$ cat src/pspd_pkg.sv
// ----------------------------------------------------------------------------
// pspd_pkg
// Shared widths, register codes and types of the wheel speed controller.
// ----------------------------------------------------------------------------
package pspd_pkg;

	localparam int GAIN_W  = 16;
	localparam int VAL_W   = 16;
	localparam int ERR_W   = 17;
	localparam int COEF_W  = 19;
	localparam int PROD_W  = 36;
	localparam int ACC_W   = 40;
	localparam int SUM_W   = 42;
	localparam int ADDR_W  = 4;
	localparam int DATA_W  = 32;

	localparam logic [1:0] REG_GAIN_P    = 2'd0;
	localparam logic [1:0] REG_GAIN_I    = 2'd1;
	localparam logic [1:0] REG_GAIN_D    = 2'd2;
	localparam logic [1:0] REG_PWM_LIMIT = 2'd3;

	localparam logic [GAIN_W-1:0] GAIN_P_RESET    = 16'd384;
	localparam logic [GAIN_W-1:0] GAIN_I_RESET    = 16'd128;
	localparam logic [GAIN_W-1:0] GAIN_D_RESET    = 16'd0;
	localparam logic [GAIN_W-1:0] PWM_LIMIT_RESET = 16'd4199;

	typedef struct packed {
		logic [GAIN_W-1:0] gain_p;
		logic [GAIN_W-1:0] gain_i;
		logic [GAIN_W-1:0] gain_d;
		logic [GAIN_W-1:0] pwm_limit;
	} pspd_cfg_t;

	// One wheel's controller state as held in the state memory.
	typedef struct packed {
		logic signed [ACC_W-1:0] acc;
		logic signed [ERR_W-1:0] err_last;
		logic signed [ERR_W-1:0] err_prev;
	} pspd_state_t;

endpackage

$ cat src/pspd_req_if.sv
// ----------------------------------------------------------------------------
// pspd_req_if
// Request channel: one control tick or direct drive per transfer.
// ----------------------------------------------------------------------------
interface pspd_req_if;
	logic               valid;
	logic               ready;
	logic               cmd;
	logic               wheel;
	logic signed [15:0] encoder_count;
	logic signed [15:0] speed_setpoint;
	logic signed [15:0] drive_value;

	modport source (
		output valid, cmd, wheel, encoder_count, speed_setpoint, drive_value,
		input  ready
	);
	modport sink (
		input  valid, cmd, wheel, encoder_count, speed_setpoint, drive_value,
		output ready
	);
endinterface

$ cat src/pspd_rsp_if.sv
// ----------------------------------------------------------------------------
// pspd_rsp_if
// Result channel: duty and direction for one wheel per transfer.
// ----------------------------------------------------------------------------
interface pspd_rsp_if;
	logic        valid;
	logic        ready;
	logic        wheel_out;
	logic [15:0] duty;
	logic        dir_forward;

	modport source (
		output valid, wheel_out, duty, dir_forward,
		input  ready
	);
	modport sink (
		input  valid, wheel_out, duty, dir_forward,
		output ready
	);
endinterface

$ cat src/pspd_apb_regs.sv
// ----------------------------------------------------------------------------
// pspd_apb_regs
// APB register file holding the three gains and the PWM limit.
// ----------------------------------------------------------------------------
module pspd_apb_regs (
	input  logic                         clk,
	input  logic                         arst_n,
	input  logic                         psel,
	input  logic                         penable,
	input  logic                         pwrite,
	input  logic [pspd_pkg::ADDR_W-1:0]  paddr,
	input  logic [pspd_pkg::DATA_W-1:0]  pwdata,
	output logic [pspd_pkg::DATA_W-1:0]  prdata,
	output logic                         pready,
	output pspd_pkg::pspd_cfg_t          cfg
);
	import pspd_pkg::*;

	logic       wr_en;
	logic [1:0] reg_sel;
	pspd_cfg_t  cfg_q;

	assign pready  = 1'b1;
	assign reg_sel = paddr[ADDR_W-1:2];
	assign wr_en   = psel && penable && pwrite && pready;
	assign cfg     = cfg_q;

	always_ff @(posedge clk or negedge arst_n) begin
		if (!arst_n) begin
			cfg_q.gain_p    <= GAIN_P_RESET;
			cfg_q.gain_i    <= GAIN_I_RESET;
			cfg_q.gain_d    <= GAIN_D_RESET;
			cfg_q.pwm_limit <= PWM_LIMIT_RESET;
		end else if (wr_en) begin
			case (reg_sel)
				REG_GAIN_P:    cfg_q.gain_p    <= pwdata[GAIN_W-1:0];
				REG_GAIN_I:    cfg_q.gain_i    <= pwdata[GAIN_W-1:0];
				REG_GAIN_D:    cfg_q.gain_d    <= pwdata[GAIN_W-1:0];
				REG_PWM_LIMIT: cfg_q.pwm_limit <= pwdata[GAIN_W-1:0];
				default: ;
			endcase
		end
	end

	always_comb begin
		case (reg_sel)
			REG_GAIN_P:    prdata = {{(DATA_W-GAIN_W){1'b0}}, cfg_q.gain_p};
			REG_GAIN_I:    prdata = {{(DATA_W-GAIN_W){1'b0}}, cfg_q.gain_i};
			REG_GAIN_D:    prdata = {{(DATA_W-GAIN_W){1'b0}}, cfg_q.gain_d};
			REG_PWM_LIMIT: prdata = {{(DATA_W-GAIN_W){1'b0}}, cfg_q.pwm_limit};
			default:       prdata = '0;
		endcase
	end

endmodule

$ cat src/pid_speed_to_pwm_direction_unit.sv
// ----------------------------------------------------------------------------
// pid_speed_to_pwm_direction_unit
// Incremental PID speed controller per wheel with PWM duty and direction out.
// ----------------------------------------------------------------------------
// The unit takes one request per clock cycle while the result channel is free and
// returns one result for each, in order, from an output register. Each wheel's
// accumulator and last two errors live in one state memory
// with a registered read; the read issued at the request transfer, forwarding
// from the two stages ahead of it and the write-back at the end of the add stage
// together set the one-item-per-cycle rate, even for the same wheel back to
// back. The state reads as zero after reset through per-entry valid bits, so
// no clearing pass is needed. A direct drive request bypasses the PID and
// leaves the state untouched. Gains are unsigned with GAIN_FRAC_BITS fraction
// bits; the duty is the clamped magnitude truncated toward zero.
module pid_speed_to_pwm_direction_unit #(
	parameter int WHEELS         = 2,
	parameter int GAIN_FRAC_BITS = 8
) (
	input  logic                         clk,
	input  logic                         arst_n,
	input  logic                         psel,
	input  logic                         penable,
	input  logic                         pwrite,
	input  logic [pspd_pkg::ADDR_W-1:0]  paddr,
	input  logic [pspd_pkg::DATA_W-1:0]  pwdata,
	output logic [pspd_pkg::DATA_W-1:0]  prdata,
	output logic                         pready,
	pspd_req_if.sink                     req,
	pspd_rsp_if.source                   rsp
);
	import pspd_pkg::*;

	localparam int IDX_W = (WHEELS > 1) ? $clog2(WHEELS) : 1;
	localparam int LIM_W = GAIN_W + GAIN_FRAC_BITS;
	localparam int CMP_W = ACC_W + 1;

	pspd_cfg_t cfg;

	pspd_apb_regs u_regs (
		.clk     (clk),
		.arst_n  (arst_n),
		.psel    (psel),
		.penable (penable),
		.pwrite  (pwrite),
		.paddr   (paddr),
		.pwdata  (pwdata),
		.prdata  (prdata),
		.pready  (pready),
		.cfg     (cfg)
	);

	// Pipeline control.
	logic adv;
	logic accept;
	logic out_load;
	logic out_valid_q;
	logic v_s1, v_s2, v_s3;

	// State memory and its valid bits.
	pspd_state_t       mem [WHEELS];
	pspd_state_t       rd_s1;
	logic              rd_vld_s1;
	logic [WHEELS-1:0] vld_q;
	logic              mem_we;
	pspd_state_t       wr_entry;

	// Stage payloads.
	logic [IDX_W-1:0]        idx_in;
	logic signed [ERR_W-1:0] err_in;
	logic                    tick_s1, tick_s2, tick_s3;
	logic                    wheel_s1, wheel_s2, wheel_s3;
	logic [IDX_W-1:0]        idx_s1, idx_s2, idx_s3;
	logic signed [ERR_W-1:0] e_s1, e_s2, e_s3;
	logic signed [ERR_W-1:0] e1_s2, e1_s3;
	logic signed [VAL_W-1:0] drv_s1;
	logic signed [ACC_W-1:0] drv_q_s2;
	logic signed [ACC_W-1:0] acc_s2;
	logic signed [PROD_W-1:0] p0_s2, p1_s2, p2_s2;
	logic signed [ACC_W-1:0] q_s3;

	// Coefficients and stage-1 forwarding.
	logic [COEF_W-2:0]        a0_mag, a1_mag;
	logic signed [COEF_W-1:0] c0, c1, c2;
	pspd_state_t              base_s1;
	logic                     hit2_s1, hit3_s1, hit3_s2;
	logic signed [ERR_W-1:0]  e1_fwd, e2_fwd;
	logic signed [ACC_W-1:0]  acc_fwd;

	// Stage-2 sum and stage-3 clamp.
	logic signed [ACC_W-1:0] acc_in_s2;
	logic signed [SUM_W-1:0] sum_s2;
	logic signed [ACC_W-1:0] sat_s2;
	logic signed [ACC_W-1:0] q_next_s2;
	logic signed [CMP_W-1:0] lim_c, q_c, qc_c, mag_c;
	logic [LIM_W-1:0]        lim_u;

	logic        out_wheel_q;
	logic [15:0] out_duty_q;
	logic        out_fwd_q;

	assign out_load  = v_s3 && (!out_valid_q || rsp.ready);
	assign adv       = !v_s3 || out_load;
	assign req.ready = adv;
	assign accept    = req.valid && adv;

	assign idx_in = (WHEELS > 1) ? IDX_W'(req.wheel) : '0;
	assign err_in = $signed({req.speed_setpoint[15], req.speed_setpoint})
	              - $signed({req.encoder_count[15], req.encoder_count});

	// Incremental form: A0 = Kp+Ki+Kd, A1 = -(Kp+2Kd), A2 = Kd.
	assign a0_mag = (COEF_W-1)'(cfg.gain_p) + (COEF_W-1)'(cfg.gain_i)
	              + (COEF_W-1)'(cfg.gain_d);
	assign a1_mag = (COEF_W-1)'(cfg.gain_p) + ((COEF_W-1)'(cfg.gain_d) << 1);
	assign c0     = $signed({1'b0, a0_mag});
	assign c1     = -$signed({1'b0, a1_mag});
	assign c2     = $signed({{(COEF_W-GAIN_W){1'b0}}, cfg.gain_d});

	// The two items ahead may hold newer state than the memory read returned.
	always_comb begin
		base_s1 = rd_vld_s1 ? rd_s1 : '0;
		hit2_s1 = v_s2 && tick_s2 && (idx_s2 == idx_s1);
		hit3_s1 = v_s3 && tick_s3 && (idx_s3 == idx_s1);
		if (hit2_s1) begin
			e1_fwd = e_s2;
			e2_fwd = e1_s2;
		end else if (hit3_s1) begin
			e1_fwd = e_s3;
			e2_fwd = e1_s3;
		end else begin
			e1_fwd = base_s1.err_last;
			e2_fwd = base_s1.err_prev;
		end
		acc_fwd = hit3_s1 ? q_s3 : base_s1.acc;
	end

	// The item directly ahead finishes its accumulator only now; take it here.
	always_comb begin
		hit3_s2   = v_s3 && tick_s3 && (idx_s3 == idx_s2);
		acc_in_s2 = hit3_s2 ? q_s3 : acc_s2;
		sum_s2    = SUM_W'(acc_in_s2) + SUM_W'(p0_s2) + SUM_W'(p1_s2) + SUM_W'(p2_s2);
		if (sum_s2[SUM_W-1:ACC_W-1] != '0 && sum_s2[SUM_W-1:ACC_W-1] != '1) begin
			sat_s2 = sum_s2[SUM_W-1] ? {1'b1, {(ACC_W-1){1'b0}}}
			                         : {1'b0, {(ACC_W-1){1'b1}}};
		end else begin
			sat_s2 = sum_s2[ACC_W-1:0];
		end
		q_next_s2 = tick_s2 ? sat_s2 : drv_q_s2;
	end

	assign mem_we            = adv && v_s2 && tick_s2;
	assign wr_entry.acc      = sat_s2;
	assign wr_entry.err_last = e_s2;
	assign wr_entry.err_prev = e1_s2;

	always_ff @(posedge clk) begin
		if (mem_we) begin
			mem[idx_s2] <= wr_entry;
		end
	end

	always_ff @(posedge clk) begin
		if (adv) begin
			rd_s1 <= mem[idx_in];
		end
	end

	// Clamp to plus or minus the limit; direction follows the clamped sign.
	always_comb begin
		lim_u = {cfg.pwm_limit, {GAIN_FRAC_BITS{1'b0}}};
		lim_c = $signed({{(CMP_W-LIM_W){1'b0}}, lim_u});
		q_c   = $signed({q_s3[ACC_W-1], q_s3});
		if (q_c > lim_c) begin
			qc_c = lim_c;
		end else if (q_c < -lim_c) begin
			qc_c = -lim_c;
		end else begin
			qc_c = q_c;
		end
		mag_c = qc_c[CMP_W-1] ? -qc_c : qc_c;
	end

	always_ff @(posedge clk or negedge arst_n) begin
		if (!arst_n) begin
			v_s1        <= 1'b0;
			v_s2        <= 1'b0;
			v_s3        <= 1'b0;
			out_valid_q <= 1'b0;
			vld_q       <= '0;
			rd_vld_s1   <= 1'b0;
		end else begin
			if (adv) begin
				v_s1      <= accept;
				v_s2      <= v_s1;
				v_s3      <= v_s2;
				rd_vld_s1 <= vld_q[idx_in];
			end
			if (mem_we) begin
				vld_q[idx_s2] <= 1'b1;
			end
			if (out_load) begin
				out_valid_q <= 1'b1;
			end else if (rsp.ready) begin
				out_valid_q <= 1'b0;
			end
		end
	end

	always_ff @(posedge clk) begin
		if (adv) begin
			tick_s1  <= !req.cmd;
			wheel_s1 <= req.wheel;
			idx_s1   <= idx_in;
			e_s1     <= err_in;
			drv_s1   <= req.drive_value;

			tick_s2  <= tick_s1;
			wheel_s2 <= wheel_s1;
			idx_s2   <= idx_s1;
			e_s2     <= e_s1;
			e1_s2    <= e1_fwd;
			acc_s2   <= acc_fwd;
			p0_s2    <= c0 * e_s1;
			p1_s2    <= c1 * e1_fwd;
			p2_s2    <= c2 * e2_fwd;
			drv_q_s2 <= {{(ACC_W-VAL_W-GAIN_FRAC_BITS){drv_s1[VAL_W-1]}}, drv_s1,
			             {GAIN_FRAC_BITS{1'b0}}};

			tick_s3  <= tick_s2;
			wheel_s3 <= wheel_s2;
			idx_s3   <= idx_s2;
			e_s3     <= e_s2;
			e1_s3    <= e1_s2;
			q_s3     <= q_next_s2;
		end
		if (out_load) begin
			out_wheel_q <= wheel_s3;
			out_duty_q  <= mag_c[GAIN_FRAC_BITS +: 16];
			out_fwd_q   <= !qc_c[CMP_W-1];
		end
	end

	assign rsp.valid       = out_valid_q;
	assign rsp.wheel_out   = out_wheel_q;
	assign rsp.duty        = out_duty_q;
	assign rsp.dir_forward = out_fwd_q;

`ifndef NO_ASSERTIONS
	// A result stuck at the output with a full last stage must hold off requests.
	a_stall_blocks: assert property (@(posedge clk) disable iff (!arst_n)
		(rsp.valid && !rsp.ready && v_s3) |-> !req.ready)
		else $error("request taken while the pipeline is blocked");

	// Every accepted request enters the first stage.
	a_accept_enters: assert property (@(posedge clk) disable iff (!arst_n)
		(req.valid && req.ready) |=> v_s1)
		else $error("accepted request lost before stage one");

	// A written wheel entry is marked valid afterwards.
	a_write_marks: assert property (@(posedge clk) disable iff (!arst_n)
		mem_we |=> vld_q[$past(idx_s2)])
		else $error("state entry written but not marked valid");

	// Moving the last stage out always presents a result.
	a_load_shows: assert property (@(posedge clk) disable iff (!arst_n)
		out_load |=> rsp.valid)
		else $error("result moved out but not presented");
`endif

endmodule
$ cat src/flat_wrapper.sv
// flat-port wrapper written by rule: the top's interface ports become plain ports
module pid_speed_to_pwm_direction_unit_flat import pspd_pkg::*;
#(
	parameter int WHEELS         = 2,
	parameter int GAIN_FRAC_BITS = 8
)
  (clk, arst_n, psel, penable, pwrite, paddr, pwdata, prdata, pready, req_valid, req_cmd, req_wheel, req_encoder_count, req_speed_setpoint, req_drive_value, req_ready, rsp_valid, rsp_wheel_out, rsp_duty, rsp_dir_forward, rsp_ready);
  pspd_req_if req_i ();
  pspd_rsp_if rsp_i ();
  input  logic clk;
  input  logic arst_n;
  input  logic psel;
  input  logic penable;
  input  logic pwrite;
  input  logic [pspd_pkg::ADDR_W-1:0] paddr;
  input  logic [pspd_pkg::DATA_W-1:0] pwdata;
  output logic [pspd_pkg::DATA_W-1:0] prdata;
  output logic pready;
  input wire logic [$bits(req_i.valid)-1:0] req_valid;
  input wire logic [$bits(req_i.cmd)-1:0] req_cmd;
  input wire logic [$bits(req_i.wheel)-1:0] req_wheel;
  input wire logic [$bits(req_i.encoder_count)-1:0] req_encoder_count;
  input wire logic [$bits(req_i.speed_setpoint)-1:0] req_speed_setpoint;
  input wire logic [$bits(req_i.drive_value)-1:0] req_drive_value;
  output wire logic [$bits(req_i.ready)-1:0] req_ready;
  output wire logic [$bits(rsp_i.valid)-1:0] rsp_valid;
  output wire logic [$bits(rsp_i.wheel_out)-1:0] rsp_wheel_out;
  output wire logic [$bits(rsp_i.duty)-1:0] rsp_duty;
  output wire logic [$bits(rsp_i.dir_forward)-1:0] rsp_dir_forward;
  input wire logic [$bits(rsp_i.ready)-1:0] rsp_ready;
  assign req_i.valid = req_valid;
  assign req_i.cmd = req_cmd;
  assign req_i.wheel = req_wheel;
  assign req_i.encoder_count = req_encoder_count;
  assign req_i.speed_setpoint = req_speed_setpoint;
  assign req_i.drive_value = req_drive_value;
  assign req_ready = req_i.ready;
  assign rsp_valid = rsp_i.valid;
  assign rsp_wheel_out = rsp_i.wheel_out;
  assign rsp_duty = rsp_i.duty;
  assign rsp_dir_forward = rsp_i.dir_forward;
  assign rsp_i.ready = rsp_ready;
  pid_speed_to_pwm_direction_unit #(.WHEELS(WHEELS), .GAIN_FRAC_BITS(GAIN_FRAC_BITS)) u_core (.clk(clk), .arst_n(arst_n), .psel(psel), .penable(penable), .pwrite(pwrite), .paddr(paddr), .pwdata(pwdata), .prdata(prdata), .pready(pready), .req(req_i), .rsp(rsp_i));
endmodule
$ cat config.mk
export PLATFORM = sky130hd
export DESIGN_NAME = pid_speed_to_pwm_direction_unit_flat
export DESIGN_NICKNAME = d
export VERILOG_FILES = /design/src/pspd_pkg.sv /design/src/pspd_req_if.sv /design/src/pspd_rsp_if.sv /design/src/pspd_apb_regs.sv /design/src/pid_speed_to_pwm_direction_unit.sv /design/src/flat_wrapper.sv
export SDC_FILE = /design/constraint.sdc
export NUM_CORES = 2
export LEC_CHECK = 0
export BUFFER_PORTS_ARGS = -buffer_cell sky130_fd_sc_hd__buf_4
export CORE_MARGIN = 2
export CORE_UTILIZATION = 55
export DETAILED_ROUTE_END_ITERATION = 7
export PLACE_DENSITY_LB_ADDON = 0.25
export SLEW_MARGIN = 10
export SYNTH_ARGS = -nofsm -noshare
export SYNTH_HDL_FRONTEND = slang
export SYNTH_SLANG_ARGS = --single-unit
$ cat constraint.sdc
create_clock -name clk -period 19.2 [get_ports clk]
set_clock_uncertainty 0.05 [all_clocks]
set_input_delay 0.96 -clock clk [delete_from_list [all_inputs] [get_ports clk]]
set_output_delay 0.96 -clock clk [all_outputs]
set_load 0.005 [all_outputs]
# Word-level counts from Yosys, hierarchy flattened
# Memories as Yosys holds them, arrays and structs flattened. A register that Yosys moved wholly into a read port is not among the register bits.
# Index checks and enable logic that the tools add are counted.
[op_classes] reduce_logical=26 mul=3 n_mux=22 eq_ne=7 n_lt_le_gt_ge=5 n_addsub=10 n_bitwise=1
[ops] operator="$mux 40" count=5
[ops] operator="$pmux 32 s4" count=1
[ops] operator="$mux 41" count=2
[ops] operator="$mux 74" count=1
[ops] operator="$mul 19x17->36" count=2
[ops] operator="$mux 17" count=4
[ops] operator="$add 41x36->42" count=1
[ops] operator="$add 42x34->42" count=1
[ops] operator="$add 40x36->41" count=1
[ops] operator="$lt 40x41->1" count=1
[ops] operator="$neg 24->41" count=1
[ops] operator="$gt 40x25->1" count=1
[ops] operator="$mul 17x17->34" count=1
[ops] operator="$mux 24" count=1
[ops] operator="$neg 24->24" count=1
[ops] operator="$neg 18->19" count=1
[ops] operator="$add 16x17->18" count=1
[ops] operator="$add 18x16->18" count=1
[ops] operator="$add 16x16->17" count=1
[ops] operator="$sub 16x16->17" count=1
[ops] operator="$logic_and 1x1->1" count=13
[ops] operator="$reduce_and 2->1" count=4
[ops] operator="$mux 1" count=7
[ops] operator="$eq 2x2->1 const B" count=2
[ops] operator="other kinds (12)" count=19
[totals] n_memories=1 ramBits=148 inputBits=93 ff_bits=398 out_inout_bits=53
[mem_list] name="u_core.mem" depth=2 width=74 rd=1 rd_ports_with_merged_regs=1 wr=1 line="pid_speed_to_pwm_direction_unit.sv:60" source="pspd_state_t mem [WHEELS];"

# Depth between registers and ports, before layout
[depth] word_depth=10 mapped_depth=44 mapped_depth_nobuf=44

# By module
# A second synthesis with hierarchy kept.
[hier_totals] cells_unflattened=5954 area_unflattened_um2=63144.3
[modules_own_cells] mod="pid_speed_to_pwm_direction_unit" instances=1 cells_each=5774 area_per_inst_um2=60127.7
[modules_own_cells] mod="pspd_apb_regs" instances=1 cells_each=180 area_per_inst_um2=3016.6

# Worst setup path before layout
# OpenSTA, ideal clock, no wires.
[synth_timing] kind="flip-flop to flip-flop" from="register u_core.out_valid_q (netlist: u_core.rsp.valid)" to="memory u_core.mem[1][0] (netlist name), enable pin" arrival_ns=14.198 slack_ns=4.445 path_stages_with_launch=4 setup_time_ns=0.507 synth_period_minus_slack_ns=14.755 path_buffers=0 path_cell_list="dfrtp_1 nand3b_1 nand3_1 nor2_1"
[synth_via] elab_chain_len=8
[synth_lines] item="from (decl)" line="pid_speed_to_pwm_direction_unit.sv:56" source="logic out_valid_q;"
[synth_lines] item="from (signal assigned)" line="pid_speed_to_pwm_direction_unit.sv:187" source="out_valid_q <= 1'b0;"
[synth_lines] item="from (signal assigned)" line="pid_speed_to_pwm_direction_unit.sv:201" source="out_valid_q <= 1'b1;"
[synth_lines] item="from (signal assigned)" line="pid_speed_to_pwm_direction_unit.sv:203" source="out_valid_q <= 1'b0;"
[synth_lines] item="$logic_not 1->1" line="pid_speed_to_pwm_direction_unit.sv:101" source="assign out_load = v_s3 && (!out_valid_q || rsp.ready);"
[synth_lines] item="$logic_or 1x1->1" line="pid_speed_to_pwm_direction_unit.sv:101"
[synth_lines] item="$logic_and 1x1->1" line="pid_speed_to_pwm_direction_unit.sv:101"
[synth_lines] item="$logic_or 1x1->1" line="pid_speed_to_pwm_direction_unit.sv:102" source="assign adv = !v_s3 || out_load;"
[synth_lines] item="named net req_ready" line="flat_wrapper.sv:25" source="output wire logic [$bits(req_i.ready)-1:0] req_ready;"
[synth_lines] item="$logic_and 1x1->1 (2 in series)" line="pid_speed_to_pwm_direction_unit.sv:150" source="assign mem_we = adv && v_s2 && tick_s2;"
[synth_lines] item="$mux 1" line="pid_speed_to_pwm_direction_unit.sv:156" source="if (mem_we) begin"
[synth_lines] item="$mux 1 (not written as such)" line="pid_speed_to_pwm_direction_unit.sv:157" source="mem[idx_s2] <= wr_entry;"
[synth_lines] item="to (decl)" line="pid_speed_to_pwm_direction_unit.sv:60"
# The timed path passes the listed nets, and every way through them passes these cells.

# Worst setup path in the final report
[layout_timing] from="register u_core.u_regs.cfg_q, in the netlist u_core.u_regs.cfg[48]" to="register u_core.p1_s2[29] (data pin)"
[layout_via] elab_chain_len=3
[layout_lines] item="from (decl)" line="pspd_apb_regs.sv:21" source="pspd_cfg_t cfg_q;"
[layout_lines] item="$add 16x17->18" line="pid_speed_to_pwm_direction_unit.sv:113" source="assign a1_mag = (COEF_W-1)'(cfg.gain_p) + ((COEF_W-1)'(cfg.gain_d) << 1);"
[layout_lines] item="$neg 18->19" line="pid_speed_to_pwm_direction_unit.sv:115" source="assign c1 = -$signed({1'b0, a1_mag});"
[layout_lines] item="$mul 19x17->36" line="pid_speed_to_pwm_direction_unit.sv:223" source="p1_s2 <= c1 * e1_fwd;"
[layout_lines] item="to (signal assigned)" line="pid_speed_to_pwm_direction_unit.sv:223"
[layout_lines] item="to (decl)" line="pid_speed_to_pwm_direction_unit.sv:78" source="logic signed [PROD_W-1:0] p0_s2, p1_s2, p2_s2;"
# No other way between the ends.
# A chain may end at the register's enable or synchronous reset.

==> flow_metrics.env <==
export IMPL_status="complete, no violations"
export IMPL_area_growth_syn_to_layout_pct=8.22
export IMPL_place_gp_congestion=0.959
export IMPL_cts_sinks=620
export IMPL_drtIter0Drc=3504
export IMPL_die_y_um=343
export IMPL_boundaryPins=146
export IMPL_remaining_drc_errors=0
export IMPL_ant_nets=0
export IMPL_portBuffers=110
export IMPL_yosysSeqAreaShare_pct=28.9
export IMPL_grt_overflow=0
export IMPL_antenna_found_initial=6
export IMPL_fill_cells=9548
export IMPL_grt_pass1_wl_um=267000
export IMPL_tritoncts="done"
export IMPL_syn_instance_count=6061
export IMPL_seq_area_um2=18300
export IMPL_fp_dieW_um=343
export IMPL_fin_ws_ps=7900
export IMPL_worstMarginPinSlew_ps=1240
export IMPL_rsz0062_at_grt="no"
export IMPL_drv_slew=0
export IMPL_cp_slowest_cell="xnor2_1"
export IMPL_fin_crit_ps=11300
export IMPL_start_util_pct=55.4
export IMPL_num_vias=44000
export IMPL_die_area_um2=118000
export IMPL_dr_pass1_iters=5
export IMPL_synth_distinct_cells=84
export IMPL_postCtsHoldBufs=0
export IMPL_clk_insertion_delay_late_ps=660
export IMPL_synth_edff_count=549
export IMPL_placed_cells=7593
export IMPL_grt_max_degree=73
export IMPL_min_path_type="reg2reg"
export IMPL_postCtsResizedCells=0
export IMPL_wire_per_inst_um=22.4
export IMPL_grt_busiest_layer="met2"
export IMPL_cts_buffers=71
export IMPL_fmax_mhz=88.5
export IMPL_clock_path_buffers=3
export IMPL_drt_wl_total_um=173000
export IMPL_drv_cap=0
export IMPL_cts_setup_buffers=0
export IMPL_rows=124
export IMPL_worstSetupEndpointType="flip-flop"
export IMPL_dp_slack_ps=8090
export IMPL_use_met2_pct=47.9
export IMPL_grt_util_met1_pct=41.1
export IMPL_grt_use_total_pct=30.1
export IMPL_h_tree_depth=3
export IMPL_crit_top_cell="fa_1"
export IMPL_final_cell_count_no_fill=7724
export IMPL_multi_input_area_um2=40000
export IMPL_ys_flop_type="edfxtp_1"
export IMPL_fin_crit_sh_pct=58.8
export IMPL_crit_path_max_incr_delay_ps=950
export IMPL_final_nets=7625
export IMPL_critPathRequiredTime_ps=19510
export IMPL_cts_root_buf="clkbuf_16"
export IMPL_slew_limit_headroom_pct=16.8
export IMPL_place_hpwl_um=132000
export IMPL_crit_arrival_ps=11610
export IMPL_syn_cell_area_um2=63300
export IMPL_synth_async_reset_ratio_pct=11.5
export IMPL_worstPathMaxFanout=11
export IMPL_use_met3_pct=6.27
export IMPL_hold_viol=0
export IMPL_clk_pin_slew_ps=60
export IMPL_fin_tns_setup_ps=0
export IMPL_worst_setup_path_start_kind="flip-flop"
export IMPL_ys_seq_elements=620
export IMPL_drive_above_1_share_pct=8.90
export IMPL_path_class="reg2reg"
export IMPL_core_um2=114000
export IMPL_grt_pass1_vias=45600
export IMPL_synth_avg_cell_area_um2=10.5
export IMPL_viasPerCell=5.69
export IMPL_yosysWarnings=0
export IMPL_setup_viol=0
[cells by family after synthesis]
| logic type | count (synthesis) | synth area share [%] |
|---|---|---|
| DFF | 620 | 28.9 |
| muxes | 192 | 3.60 |
| buffers and inverters | 1365 | 8.24 |
| adders and majority gates | 1378 | 37.4 |
| and+or+nand+nor | 1597 | 12.0 |
| xor gates and xnor gates | 213 | 2.95 |
| other | 2 | 0.0119 |
| AOI/OAI and AO/OA | 694 | 7.00 |
[synth_stat cells, types with 39 or more instances]
master    number  area share (%)
fa_1         859              27
nand3_1      102            0.81
o21ai_0      187             1.5
mux2_2       125             2.2
mux2i_1       51            0.81
nor2b_1       46            0.45
o21a_1        42            0.50
nand2b_1      39            0.39
inv_1       1142             6.8
and2_1       312             3.1
xnor2_1      160             2.2
edfxtp_1     549              26
clkbuf_1     182             1.1
nand2_1      700             4.1
a21oi_1      195             1.5
and3_1        57            0.56
a21o_1        67            0.79
dfrtp_1       62             2.4
ha_1         519              10
xor2_1        53            0.73
nor2_1       215             1.3
[flip-flops by register name, summed over array words and instances (netlist names), 2 cells and up]
name,flops
u_core.p1_s2,36
u_core.mem,148
u_core.vld_q,2
u_core.e_s3,17
u_core.q_s3,40
u_core.acc_s2,40
u_core.e1_s3,17
u_core.e_s2,17
u_core.e_s1,17
u_core.u_regs.cfg,64
u_core.e1_s2,17
u_core.rd_s1,74
u_core.p0_s2,36
u_core.drv_q_s2,16
u_core.p2_s2,34
u_core.drv_s1,16
u_core.rsp.duty,16
[worst max-delay path, delay by kind of cell, from the launching register on]
kind	cells	cell delay, ps
buf+inv	5	600
fa+ha+maj	9	4130
simple gates	6	1220
flops	1	650
xor+xnor	2	1320
compound gates	9	3020
[worst paths after layout]
kind / start / endpoint / slack [ps] / cells past startpoint
max: u_core.u_regs.cfg[48] / u_core.p1_s2[29] / 7900 / 31
min: u_core.drv_s1[6] / u_core.drv_q_s2[14] / 370 / 0
max reg2reg: u_core.u_regs.cfg[48] / u_core.p1_s2[29] / 7900 / 31
min reg2reg: u_core.drv_s1[6] / u_core.drv_q_s2[14] / 370 / 0
max in group asynchronous: arst_n / u_core.u_regs.cfg[3] / 18070 / 1
min in group asynchronous: arst_n / u_core.rd_vld_s1 / 390 / 1
[layout by cell type (no fill, tap or decap), types with 67 or more instances in the layout]
master,count
inv_1,1142
fa_1,859
nand2_1,700
edfxtp_1,549
ha_1,519
and2_1,312
buf_4,227
nor2_1,211
a21oi_1,194
o21ai_0,178
xnor2_1,159
mux2_2,125
nand3_1,101
clkbuf_16,73
a21o_1,67
[routing by layer]
metal | share of wire [%] | vias to the layer above
met5 | 0.028 | -
met4 | 4.1 | 8
met3 | 8.9 | 322
met2 | 46 | 1738
met1 | 41 | 22200
li1 | - | 19700
[final cells by class]
class                      count  share of cell area, %
multi-input combinational   4091                   58.4
clock buffer                  85                   2.76
inverter                    1143                   6.26
antenna                        2                0.00730
clock inverter                44                  0.710
tap                         1512                   2.76
timing repair buffer         227                   2.49
sequential                   620                   26.7
[per-stage QoR]
| stage | hold slack [ps] | utilization (%) | area [um2] |
|---|---|---|---|
| finish | 365 | 59.9 | 68500 |
| global route | 372 | 59.9 | 68500 |
| CTS | 360 | 59.9 | 68500 |
| detailed placement | 355 | 57.9 | 66200 |
| global placement | 354 | 57.9 | 66200 |
| floorplan | 350 | - | 63400 |
Power is not shown: default switching activity piles up to over one toggle a cycle in this logic, so the estimate is an artifact.
